File: config.mk
export PLATFORM = sky130hd
export DESIGN_NAME = sacm_ctrl
export DESIGN_NICKNAME = d
export VERILOG_FILES = /design/src/design/sacm_pkg.sv /design/src/design/sacm_ctrl.sv
export SDC_FILE = /design/constraint.sdc
export NUM_CORES = 1
export LEC_CHECK = 0
export BUFFER_PORTS_ARGS = -buffer_cell sky130_fd_sc_hd__buf_2
export CORE_UTILIZATION = 53
export CTS_CLUSTER_SIZE = 10
export DETAILED_ROUTE_END_ITERATION = 8
export PLACE_DENSITY = 0.84
export SYNTH_ARGS = -nofsm -noshare
export SYNTH_HDL_FRONTEND = slang
export SYNTH_SLANG_ARGS = --single-unit
File: constraint.sdc
create_clock -name aclk -period 3.9 [get_ports aclk]
set_clock_uncertainty 0.1 [all_clocks]
set_input_delay 0.78 -clock aclk [delete_from_list [all_inputs] [get_ports aclk]]
set_output_delay 0.78 -clock aclk [all_outputs]
set_load 0.1 [all_outputs]
File: src/design/sacm_pkg.sv
// Shared command and status types for the set-associative cache controller and datapath.
package sacm_pkg;

    // Commands from the controller to the datapath, one cycle at a time.
    typedef struct packed {
        logic       clear;       // clear one backing-memory byte and one valid row
        logic       latch;       // capture the incoming transaction
        logic       tag_rd;      // read the valid and tag rows of a set
        logic       sel2;        // look up the following line instead of the first
        logic       save1;       // keep the result of the first lookup
        logic       save2;       // keep the result of the second lookup
        logic       mem_rd;      // read one access byte from backing memory
        logic       mem_wr;      // write one access byte to backing memory
        logic       line_rd;     // read one access byte from a cached line
        logic       line_wr;     // write one access byte into a cached line
        logic       fill_start;  // restart the line fill counter
        logic       fill_rd;     // read one fill byte from backing memory
        logic       fill_sel2;   // the fill targets the following line
        logic       fill_tag;    // mark the filled way valid and write its tag
        logic       out_load;    // load the result registers
        logic [1:0] idx;         // byte index within the access
    } cmd_t;

    // Status from the datapath back to the controller.
    typedef struct packed {
        logic       is_write;
        logic       look_hit;    // combinational hit of the lookup now being evaluated
        logic       hit1;
        logic       cross_line;  // access runs past the end of its line
        logic [2:0] len;
        logic [2:0] n1;          // bytes that fall in the first line
        logic       fill_last;
        logic       clr_last;
    } sts_t;

endpackage

File: src/design/sacm_ctrl.sv
// Controller state machine that sequences the memory clear after reset, lookups, byte accesses and line fills.
module sacm_ctrl import sacm_pkg::*; (
    input  logic aclk,
    input  logic aresetn,
    input  logic s_valid,
    output logic s_ready,
    output logic m_valid,
    input  logic m_ready,
    input  sts_t sts,
    output cmd_t cmd
);

    typedef enum logic [3:0] {
        ST_CLR, ST_IDLE, ST_LK1, ST_EV1, ST_MWR, ST_LWR1, ST_LK2, ST_EV2,
        ST_LWR2, ST_LRD1, ST_LRD2, ST_MRD, ST_DRAIN, ST_FILL, ST_FILLT, ST_DONE
    } state_t;

    state_t     state_reg, state_next;
    logic [2:0] cnt_reg, cnt_next;
    logic       fsel_reg, fsel_next;
    logic       m_valid_reg, m_valid_next;

    logic last_len, last_n1, out_free;

    assign last_len = cnt_reg == 3'(sts.len - 3'd1);
    assign last_n1  = cnt_reg == 3'(sts.n1 - 3'd1);
    assign out_free = !m_valid_reg || m_ready;

    // Next state and commands.
    always_comb begin
        state_next   = state_reg;
        cnt_next     = cnt_reg;
        fsel_next    = fsel_reg;
        m_valid_next = m_valid_reg && !m_ready;
        cmd          = '0;
        cmd.idx      = cnt_reg[1:0];
        cmd.fill_sel2 = fsel_reg;
        unique case (state_reg)
            ST_CLR: begin
                cmd.clear = 1'b1;
                if (sts.clr_last) begin
                    state_next = ST_IDLE;
                end
            end
            ST_IDLE: begin
                if (s_valid) begin
                    cmd.latch  = 1'b1;
                    state_next = ST_LK1;
                end
            end
            ST_LK1: begin
                cmd.tag_rd = 1'b1;
                state_next = ST_EV1;
            end
            ST_EV1: begin
                cmd.save1 = 1'b1;
                cnt_next  = 3'd0;
                fsel_next = 1'b0;
                if (sts.is_write) begin
                    state_next = ST_MWR;
                end else if (sts.look_hit) begin
                    state_next = ST_LRD1;
                end else begin
                    state_next = ST_MRD;
                end
            end
            ST_MWR: begin
                cmd.mem_wr = 1'b1;
                cnt_next   = cnt_reg + 3'd1;
                if (last_len) begin
                    cnt_next   = 3'd0;
                    state_next = sts.hit1 ? ST_LWR1 : ST_DONE;
                end
            end
            ST_LWR1: begin
                cmd.line_wr = 1'b1;
                cnt_next    = cnt_reg + 3'd1;
                if (last_n1) begin
                    state_next = sts.cross_line ? ST_LK2 : ST_DONE;
                end
            end
            ST_LK2: begin
                cmd.tag_rd = 1'b1;
                cmd.sel2   = 1'b1;
                state_next = ST_EV2;
            end
            ST_EV2: begin
                cmd.sel2  = 1'b1;
                cmd.save2 = 1'b1;
                cnt_next  = sts.n1;
                if (sts.is_write) begin
                    state_next = sts.look_hit ? ST_LWR2 : ST_DONE;
                end else if (sts.look_hit) begin
                    state_next = ST_LRD2;
                end else begin
                    fsel_next  = 1'b1;
                    state_next = ST_MRD;
                end
            end
            ST_LWR2: begin
                cmd.line_wr = 1'b1;
                cnt_next    = cnt_reg + 3'd1;
                if (last_len) begin
                    state_next = ST_DONE;
                end
            end
            ST_LRD1: begin
                cmd.line_rd = 1'b1;
                cnt_next    = cnt_reg + 3'd1;
                if (last_n1) begin
                    state_next = sts.cross_line ? ST_LK2 : ST_DRAIN;
                end
            end
            ST_LRD2: begin
                cmd.line_rd = 1'b1;
                cnt_next    = cnt_reg + 3'd1;
                if (last_len) begin
                    state_next = ST_DRAIN;
                end
            end
            ST_MRD: begin
                cmd.mem_rd = 1'b1;
                cnt_next   = cnt_reg + 3'd1;
                if (last_len) begin
                    cmd.fill_start = 1'b1;
                    state_next     = ST_FILL;
                end
            end
            ST_FILL: begin
                cmd.fill_rd = 1'b1;
                if (sts.fill_last) begin
                    state_next = ST_FILLT;
                end
            end
            ST_FILLT: begin
                cmd.fill_tag = 1'b1;
                state_next   = ST_DONE;
            end
            ST_DRAIN: begin
                state_next = ST_DONE;
            end
            ST_DONE: begin
                if (out_free) begin
                    cmd.out_load = 1'b1;
                    m_valid_next = 1'b1;
                    state_next   = ST_IDLE;
                end
            end
            default: begin
                state_next = ST_IDLE;
            end
        endcase
    end

    // State and registered handshake outputs.
    always_ff @(posedge aclk) begin
        if (!aresetn) begin
            state_reg   <= ST_CLR;
            cnt_reg     <= 3'd0;
            fsel_reg    <= 1'b0;
            m_valid_reg <= 1'b0;
        end else begin
            state_reg   <= state_next;
            cnt_reg     <= cnt_next;
            fsel_reg    <= fsel_next;
            m_valid_reg <= m_valid_next;
        end
    end

    assign s_ready = state_reg == ST_IDLE;
    assign m_valid = m_valid_reg;

endmodule

==> results.md, run 1 <==
- Status: finished, final reports clean
- Pint: approximately 0.36 mW
- Worst path bufs/invs: 1
- RSZ-0062 raised after global routing: no
- Post-synth cell types: 50
- Clock Tree Root: clkbuf_4
- Drt via density: approximately 5.8
- First-pass iteration count of the detailed router: 4
- Slew @ Worst Pin: between 0.8 and 0.9 ns
- Comb pwr share: 0.717
- Congestion Overflow GR: 0
- Worst path top cell family by delay: flip-flops
- Post-synth top area cell: dfxtp_1
- Worst min path class: flip-flop to flip-flop
- Area grow syn2layout: 17.3%
- Largest net degree at the start of global routing: 31
- Commonest cells after routing, fill and taps aside: buf_2, nor2_1, a21oi_1, dfxtp_1, nand2_1
- Wirelength, routed: between 2000 and 2500 µm
- Via count: 1,095
- Final worst path period share: 0.797
- Sequential power share: 0.211
- Worst hold margin: 0.416 ns
- CP arrival: ~2.2 ns
- Post-synth ARST share: 0
- Post-synth top area share: 0.178
- Most used DFF post-synth: dfxtp_1
- Die area: ~2100 µm²
- Worst rel slew slack: 0.451
- Final core occ: 0.674
- Die H: about 46 µm
- Sequential area share after synthesis: 0.178
- Total CTS buffers: 3
- Worst vdd ir: roughly 0.6 mV
- Post-route cell area: approximately 1200 µm²
- ANT cells: 0
- Commonest non-fill, non-tap cell in the layout: buf_2
- Clk sink count: 9
- Leakage power: approximately 0.56 nW
- Hold Fails Final Rpt: 0
- Critical Path Max Stage Delay: about 0.83 ns
- I/O pins: 35
- DP HPWL: approximately 1900 µm
- #FFs+latches synth: 9
- Post-DP Area: around 1200 µm²
- CP max stage cell: dfxtp_1
- Pins Over Slew Limit: 0
- Syn nets: 158
- NumNets Final: 184
- Overall Global Routing Usage: 0.262
- Total negative slack: 0 ns
- Starting DRT DRC Count: 23
- Clock Path Buffers: 2
- Setup bufs post-CTS: 0
- Vias in the first global route: between 900 and 1,000
- Core ar.: 1760 µm²
- WL/cell: 13.0 µm
- Setup-failing EPs final: 0
- First-pass GRT wire length: ~4000 µm
- Minimum clock period: a little over 3 ns
- Switch share: 0.641
- Antenna-violating nets left: 0
- Drt drc: 0
- H-tree depth: 1
- Clock latency on the worst-skew pair: 0.26 ns
- Crit end category: output port
- Cts repair resizes: 0
- Fmax: around 320 MHz
- Chip width: 45.7 µm
- PD cells: 848 nW/µm²
- Antenna violations before repair: 0
- Crit path cell chain: nand2_1, nor3_1, buf_2
- Clock Power Share: 0.072
- Met2 WL: about 1200 µm
- Hold buffers post-CTS: 0
- Rows: 15
- Cell count after synthesis: 139
- CP startpoint kind: flip-flop
- Clock-pin slew on the worst setup and hold paths: around 0.060 ns
- P_sw: 0.646 mW
- Top Metal Used: met4
- Worst-path fanout max: 23
- Critical Path RT: slightly above 3 ns
- Syn avg cell area: around 7.3 µm²
- Mapped Area: between 1000 and 1500 µm²
- Routability-driven placement congestion ratio: 0.837
- WS Path Type: flip-flop to output port
- Port Buffers: 34
- Max reg flops: 4
- Number of synthesized flops with an enable pin: 0
- Starting Density: 0.574
- Routed met1 length: 1120 µm
- Max Cap Viol: 0
- CTS tree: done
- Share of cells above drive strength 1: 0.305
- Ranking of synthesized cells by area: dfxtp_1, a21oi_1, nor2_1
- Tot Pwr: approximately 1.0 mW
- Routed length on met3: around 130 µm
- Yosys warning count: 0
through the flow:
stage / instances / worst slack (ns)
floorplan: 139 / 0.117
global placement: 185 / 0.956
detailed placement: 185 / 0.907
CTS: 189 / 0.806
global route: 189 / 0.640
finish: 189 / 0.792
layout make-up:
type	count	area [µm²]
clock buffer	4	26.3
fill	177	576
inverter	8	30.0
multi-input combinational	108	743
sequential	9	180
tap	25	31.3
timing repair buffer	35	178
power by group through the flow:
| stage | clock network [mW] | registers, mW | logic, mW |
|---|---|---|---|
| floorplan | 0 | 0.138 | 0.705 |
| global placement | 0 | 0.211 | 0.710 |
| detailed placement | 0 | 0.214 | 0.721 |
| CTS | 0.0747 | 0.211 | 0.723 |
| global route | 0.0813 | 0.222 | 0.778 |
| finish | 0.0730 | 0.213 | 0.723 |
logic make-up (layout without fill, tap and decap cells):
kind of cell / Yosys count / count (layout) / share of synthesized area
AND/OR/NAND/NOR: 48 / 48 / 0.241
AO/OA/AOI/OAI: 46 / 46 / 0.307
buffers and inverters: 22 / 47 / 0.111
XOR/XNOR: 9 / 9 / 0.105
flip-flops: 9 / 9 / 0.178
adder cells (fa/ha/maj): 3 / 3 / 0.0370
multiplexers: 2 / 2 / 0.0210
synthesized netlist by cell type (3+ instances only):
library cell  number
a21oi_1           13
nor2_1            14
xor2_1             6
dfxtp_1            9
nand2_1            8
clkbuf_1           3
nand2b_1           5
nor3_1             7
buf_2              6
o21ai_1            3
o21ai_0            7
ha_1               3
inv_1              7
buf_4              4
worst register-to-register path: cells and delay by family, from the launching register on:
kind	cells	cell delay, ns
and+or+nand+nor	3	0.93
DFF	1	0.83
AOI/OAI and AO/OA	2	0.43
metal layers:
layer,vias up,global-route usage
met3,4,0.0317
met4,0,0.0882
met1,500,0.344
met5,-,0
li1,552,-
met2,39,0.443
worst paths after layout:
path                  endpoint  slack (ns)  depth (start not counted)         start
setup / recovery       cmd[12]        0.79                          3  state_reg[1]
hold / removal         m_valid        0.42                          2       m_valid
setup reg to reg  state_reg[1]        1.52                          5  state_reg[1]
hold reg to reg        m_valid        0.42                          2       m_valid
Note: power is estimated with default switching activity, not from simulation.
==> run 2, diff against run 1 <==
--- a/config.mk
+++ b/config.mk
@@ -6,10 +6,10 @@
 export NUM_CORES = 1
 export LEC_CHECK = 0
 export BUFFER_PORTS_ARGS = -buffer_cell sky130_fd_sc_hd__buf_2
-export CORE_UTILIZATION = 53
+export CORE_UTILIZATION = 45
 export CTS_CLUSTER_SIZE = 10
 export DETAILED_ROUTE_END_ITERATION = 8
-export PLACE_DENSITY = 0.84
+export PLACE_DENSITY = 0.76
 export SYNTH_ARGS = -nofsm -noshare
 export SYNTH_HDL_FRONTEND = slang
 export SYNTH_SLANG_ARGS = --single-unit
==> constraint.sdc (replaced) <==
create_clock -name aclk -period 2.52 [get_ports aclk]
set_clock_uncertainty 0.1 [all_clocks]
set_input_delay 0.504 -clock aclk [delete_from_list [all_inputs] [get_ports aclk]]
set_output_delay 0.504 -clock aclk [all_outputs]
set_load 0.1 [all_outputs]
==> run 2 against run 1 <==
  * Critical path depth increased by 4
  * First-iteration DRC count rose by 120%
  * Via count increased by 6.9%
  * Cell count rose by 4.2%
  * Wire length up 18%
==> results.md, run 2 (synthesis results as in run 1) <==
- Status: finished, final reports clean
- R2R Path Start: state_reg[0]
- Fmax: about 420 MHz
- Slew @ Worst Pin: 0.529 ns (-0.294 ns)
- Pins Over Slew Limit: 0 (unchanged)
- Clock-pin slew on the worst setup and hold paths: 0.05 ns (about the same)
- Reg2Reg Setup Slack: 0.36 ns (-1.16 ns)
- H-tree depth: 1 (unchanged)
- Setup-failing EPs final: 0 (unchanged)
- Hold Path Sink: m_valid
- PD cells: 1220 nW/µm² (+44%)
- Chip width: 49.5 µm (+8.1%)
- FF-to-FF path depth: 6 (+1)
- Post-route cell area: 1510 µm² (+27%)
- Post-route setup slack: 0.154 ns (-0.638 ns)
- First-pass GRT wire length: 5070 µm (+25%)
- Port Buffers: 34 (unchanged)
- Clock latency on the worst-skew pair: 0.25 ns (about the same)
- Clk sink count: 9 (unchanged)
- Hold Crit Start: m_valid
- Cts repair resizes: 1 (+1)
- Vias in the first global route: 1,103 (+15%)
- Fillers: 156 (-12%)
- Clock Tree Root: clkbuf_4
- Hold path cells: 2 (unchanged)
- Worst min path class: flip-flop to flip-flop
- Largest net degree at the start of global routing: 21 (-32%)
- Drt drc: 0 (unchanged)
- Commonest cells after routing, fill and taps aside: buf_2, buf_12, a21oi_1, nor2_1
- CP arrival: 1.76 ns (-0.47 ns)
- Commonest non-fill, non-tap cell in the layout: buf_2
- I/O pins: 35 (unchanged)
- Clock Path Buffers: 2 (unchanged)
- Final core occ: 0.740 (+0.0664)
- Leakage power: 0.631 nW (+14%)
- Critical Path Max Stage Delay: 0.32 ns (-0.51 ns)
- Drt via density: 5.94 (+2.6%)
- CP max stage cell: xnor3_1
- Area grow syn2layout: 49.1%
- Reg2Reg Capture Point: state_reg[3]
- Worst vdd ir: 0.965 mV (+57%)
- Antenna violations before repair: 0 (unchanged)
- DP HPWL: 2320 µm (+25%)
- Worst path top cell family by delay: simple AND/OR/NAND/NOR gates
- Starting Density: 0.496 (-0.0781)
- Pre-CTS WS: 0.180 ns (-0.727 ns)
- Antenna-violating nets left: 0 (unchanged)
- Wirelength, routed: 2920 µm (+18%)
- Starting DRT DRC Count: 50 (+120%)
- Max reg flops: 4 (unchanged)
- Hold Fails Final Rpt: 0 (unchanged)
- Crit path cell chain: buf_2, inv_1, ha_1, xnor3_1, nand3_2, nor3_2, buf_12
- Critical Path RT: 1.92 ns (-1.10 ns)
- Total negative slack: 0 ns (unchanged)
- Minimum clock period: 2.37 ns
- Share of cells above drive strength 1: 0.394 (+0.0892)
- CP startpoint kind: primary input
- Post-DP Area: 1480 µm² (+28%)
- Worst rel slew slack: 0.645 (+0.194)
- Total CTS buffers: 3 (unchanged)
- Overall Global Routing Usage: 0.266 (+0.00359)
- Crit end category: output port
- Rows: 16 (+1)
- Via count: 1,171 (+6.9%)
- ANT cells: 0 (unchanged)
- First-pass iteration count of the detailed router: 4 (unchanged)
- CTS tree: done
- Tot Pwr: 1.84 mW (+83%)
- Final worst path period share: 0.939
- Routability-driven placement congestion ratio: 0.911 (+8.9%)
- Die area: 2450 µm² (+17%)
- WS Path Type: primary input to output port
- WL/cell: 14.8 µm (+14%)
- Hold buffers post-CTS: 0 (unchanged)
- Core ar.: 2040 µm² (+16%)
- Die H: 49.5 µm (+8.1%)
- RSZ-0062 raised after global routing: no
- Max Cap Viol: 0 (unchanged)
- Setup bufs post-CTS: 0 (unchanged)
- Worst-path fanout max: 4 (-83%)
- Congestion Overflow GR: 0 (unchanged)
- NumNets Final: 190 (+3.3%)
- Worst path bufs/invs: 3 (+2)
==> run 2: routing by layer <==
metal | global-route usage | wire [µm] | vias up
met1 | 0.345 | 1250 | 540
met5 | 0 | 0 | -
met3 | 0.0216 | 145 | 8
li1 | - | - | 567
met4 | 0.124 | 51 | 0
met2 | 0.445 | 1470 | 56
==> run 2: per-stage QoR <==
step           hold WS, ns  instances
3_3_place_gp         0.397        193
6_report             0.414        197
5_1_grt              0.417        197
2_1_floorplan        0.384        139
4_1_cts              0.411        197
3_5_place_dp         0.395        193
==> run 2: layout make-up <==
class / count / area (µm²) / area share
Timing Repair Buffer: 41 / 433 / 0.286
Tap cell: 27 / 33.8 / 0.0224
Clock buffer: 4 / 26.3 / 0.0174
Inverter: 8 / 30.0 / 0.0199
Multi-Input combinational cell: 108 / 807 / 0.534
Sequential cell: 9 / 181 / 0.120
==> run 2: worst max path at each step <==
stage | startpoint | end | slack (ns) | cells past startpoint
after detailed placement | sts[5] | cmd[6] | 0.18 | 7
after global routing | sts[5] | cmd[6] | 0.07 | 7
after global placement | sts[5] | cmd[6] | 0.23 | 7
final | sts[5] | cmd[6] | 0.15 | 7
after CTS | sts[5] | cmd[6] | 0.17 | 7
after floorplan | sts[5] | cmd[6] | -0.40 | 5
==> run 2: worst register-to-register path, stage by stage (launching register included) <==
cell	delay (ns)
dfxtp_1	0.55
buf_4	0.27
mux2_1	0.33
nor4_1	0.31
nor3_1	0.19
a21o_1	0.19
o311a_1	0.11
==> run 2: where the power goes <==
| group | total [mW] | leakage [nW] | switching [mW] | internal, mW |
|---|---|---|---|---|
| Sequential | 0.298 | 0.0740 | 0.115 | 0.182 |
| Combinational | 1.44 | 0.542 | 0.939 | 0.503 |
| Clock | 0.105 | 0.0150 | 0.0440 | 0.0606 |
| Total | 1.84 | 0.631 | 1.10 | 0.746 |
==> run 3, diff against run 2 <==
--- a/config.mk
+++ b/config.mk
@@ -6,10 +6,10 @@
 export NUM_CORES = 1
 export LEC_CHECK = 0
 export BUFFER_PORTS_ARGS = -buffer_cell sky130_fd_sc_hd__buf_2
-export CORE_UTILIZATION = 45
+export CORE_UTILIZATION = 49
 export CTS_CLUSTER_SIZE = 10
 export DETAILED_ROUTE_END_ITERATION = 8
-export PLACE_DENSITY = 0.76
+export PLACE_DENSITY = 0.78
 export SYNTH_ARGS = -nofsm -noshare
 export SYNTH_HDL_FRONTEND = slang
 export SYNTH_SLANG_ARGS = --single-unit
==> constraint.sdc (replaced) <==
create_clock -name aclk -period 2.2 [get_ports aclk]
set_clock_uncertainty 0.1 [all_clocks]
set_input_delay 0.44 -clock aclk [delete_from_list [all_inputs] [get_ports aclk]]
set_output_delay 0.44 -clock aclk [all_outputs]
set_load 0.1 [all_outputs]
==> run 3 against run 2 <==
  * Die area decreased by 7.8%
  * Critical path depth shrank 4
  * Power up 19%
  * Critical path type is now flip-flop to output port
  * Largest cell class unchanged
  * Largest power group unchanged
  * Highest routed layer unchanged
==> results.md, run 3 (synthesis results as in run 1) <==
- Hold Fails Final Rpt: 0 (unchanged)
- Antenna violations before repair: 0 (unchanged)
- Final Non-Filler Cells: 200 (+1.5%)
- Share of cells above drive strength 1: 0.451 (+0.0567)
- Reg2Reg Setup Slack: 0.24 ns (-0.12 ns)
- Vias in the first global route: 980 (-11%)
- Die H: 47.5 µm (-4.0%)
- Clk sink count: 9 (unchanged)
- Drt drc: 0 (unchanged)
- Hold path cells: 2 (unchanged)
- Area grow syn2layout: 59.1%
- Die area: 2250 µm² (-7.8%)
- Max Cap Viol: 0 (unchanged)
- Commonest cells after routing, fill and taps aside: buf_2, buf_12, a21oi_1, buf_4, nor2_1
- Critical path origin: state_reg[1]
- Critical Path RT: 1.66 ns (-0.26 ns)
- Worst rel slew slack: 0.659 (+0.0137)
- Total CTS buffers: 3 (unchanged)
- WL/cell: 14.4 µm (-2.7%)
- Minimum clock period: about 2.1 ns
- I/O pins: 35 (unchanged)
- Commonest non-fill, non-tap cell in the layout: buf_2
- Post-placement cell count: 196 (+1.6%)
- Rows: 16 (unchanged)
- Worst vdd ir: 1.04 mV (+7.8%)
- Clock-pin slew on the worst setup and hold paths: 0.06 ns (about the same)
- Setup-failing EPs final: 0 (unchanged)
- Via count: 1,183 (+1.0%)
- Antenna-violating nets left: 0 (unchanged)
- Worst min path class: primary input to flip-flop
- RSZ-0062 raised after global routing: no
- Setup bufs post-CTS: 0 (unchanged)
- WS Path Type: flip-flop to output port
- Total negative slack: 0 ns (unchanged)
- Clock Path Buffers: 2 (unchanged)
- Leakage power: 0.674 nW (+6.8%)
- First-pass iteration count of the detailed router: 6 (+2)
- DP HPWL: 2290 µm (-1.5%)
- Pins Over Slew Limit: 0 (unchanged)
- Hold Crit Start: aresetn
- Final worst path period share: 0.974
- CP startpoint kind: flip-flop
- Starting Density: 0.517 (+0.0203)
- Max reg flops: 4 (unchanged)
- Slew @ Worst Pin: 0.508 ns (-0.0204 ns)
- Reg2Reg Capture Point: state_reg[1]
- Drt via density: 5.92 (-0.49%)
- Fillers: 129 (-17%)
- Wirelength, routed: 2890 µm (-1.2%)
- Clock latency on the worst-skew pair: 0.26 ns (about the same)
- Status: finished, final reports clean
- PD cells: 1360 nW/µm² (+12%)
- Core ar.: 1960 µm² (-3.9%)
- CP arrival: 1.60 ns (-0.16 ns)
- Final core occ: 0.822 (+0.0819)
- Clock Tree Root: clkbuf_4
- Fmax: ~470 MHz
- Worst-path fanout max: 9 (+5)
- Largest net degree at the start of global routing: 19 (-9.5%)
- H-tree depth: 1 (unchanged)
- CTS tree: done
- Routability-driven placement congestion ratio: 0.995 (+9.2%)
- Post-DP Area: 1570 µm² (+6.0%)
- R2R Path Start: state_reg[1]
- Port Buffers: 34 (unchanged)
- Overall Global Routing Usage: 0.287 (+0.0208)
- Starting DRT DRC Count: 53 (+6.0%)
- Crit end category: output port
- Post-route cell area: 1610 µm² (+6.7%)
- Chip width: 47.5 µm (-4.0%)
- NumNets Final: 193 (+1.6%)
- FF-to-FF path depth: 5 (-1)
- Congestion Overflow GR: 0 (unchanged)
- Hold Path Sink: state_reg[3]
- ANT cells: 0 (unchanged)
- First-pass GRT wire length: 4490 µm (-11%)
-- run 3: changes by cell type in the layout (fill, tap and decap cells not counted), sizes merged --
cell / delta
buf: +3
-- run 3: area by class of cell --
| type | instances | area [µm²] | area share |
|---|---|---|---|
| clock buffer | 4 | 26.3 | 0.0163 |
| inverter | 8 | 42.5 | 0.0264 |
| multi-input combinational | 108 | 868 | 0.538 |
| sequential | 9 | 186 | 0.116 |
| tap | 27 | 33.8 | 0.0209 |
| timing repair buffer | 44 | 455 | 0.282 |
-- run 3: worst max-delay path by stage --
stage | to | slack (ns)
final | cmd[11] | 0.06
after global routing | cmd[11] | 0.02
after CTS | cmd[15] | 0.02
after detailed placement | state_reg[3] | 0.04
after global placement | cmd[6] | 0.08
after floorplan | cmd[15] | -0.27
-- run 3: through the flow --
stage | worst slack, ns | hold WS, ns | total power [mW]
after detailed placement | 0.0420 | 0.408 | 2.03
after CTS | 0.0228 | 0.330 | 2.17
final | 0.0573 | 0.331 | 2.20
after floorplan | -0.266 | 0.384 | 1.70
after global routing | 0.0178 | 0.331 | 2.31
after global placement | 0.0774 | 0.398 | 2.00
-- run 3: what timing repair did --
| item | 4_1_cts | 5_1_grt |
|---|---|---|
| hold buffers | 0 | 0 |
| cloned | 0 | 0 |
| setup endpoints to repair | 5 | 2 |
| gates resized for setup | 3 | 2 |
-- run 3: per-layer routing --
metal  vias up  global-route usage  wire, µm
li1        570                   -         -
met1       524               0.378      1180
met2        75               0.477      1400
met4         0               0.126        67
met3        14              0.0264       234
met5         -                   0         0
-- run 3: worst max-delay path: stages (launching register included) --
cell and delay [ns]:
dfxtp_1 0.57, nand2_2 0.25, nor2_1 0.31, buf_12 0.22
-- run 3: where the power goes --
group	internal [mW]	switching, mW	leakage, nW
clock	0.0697	0.0549	0.0150
combinational	0.620	1.10	0.584
sequential	0.216	0.135	0.0749
total	0.905	1.29	0.674
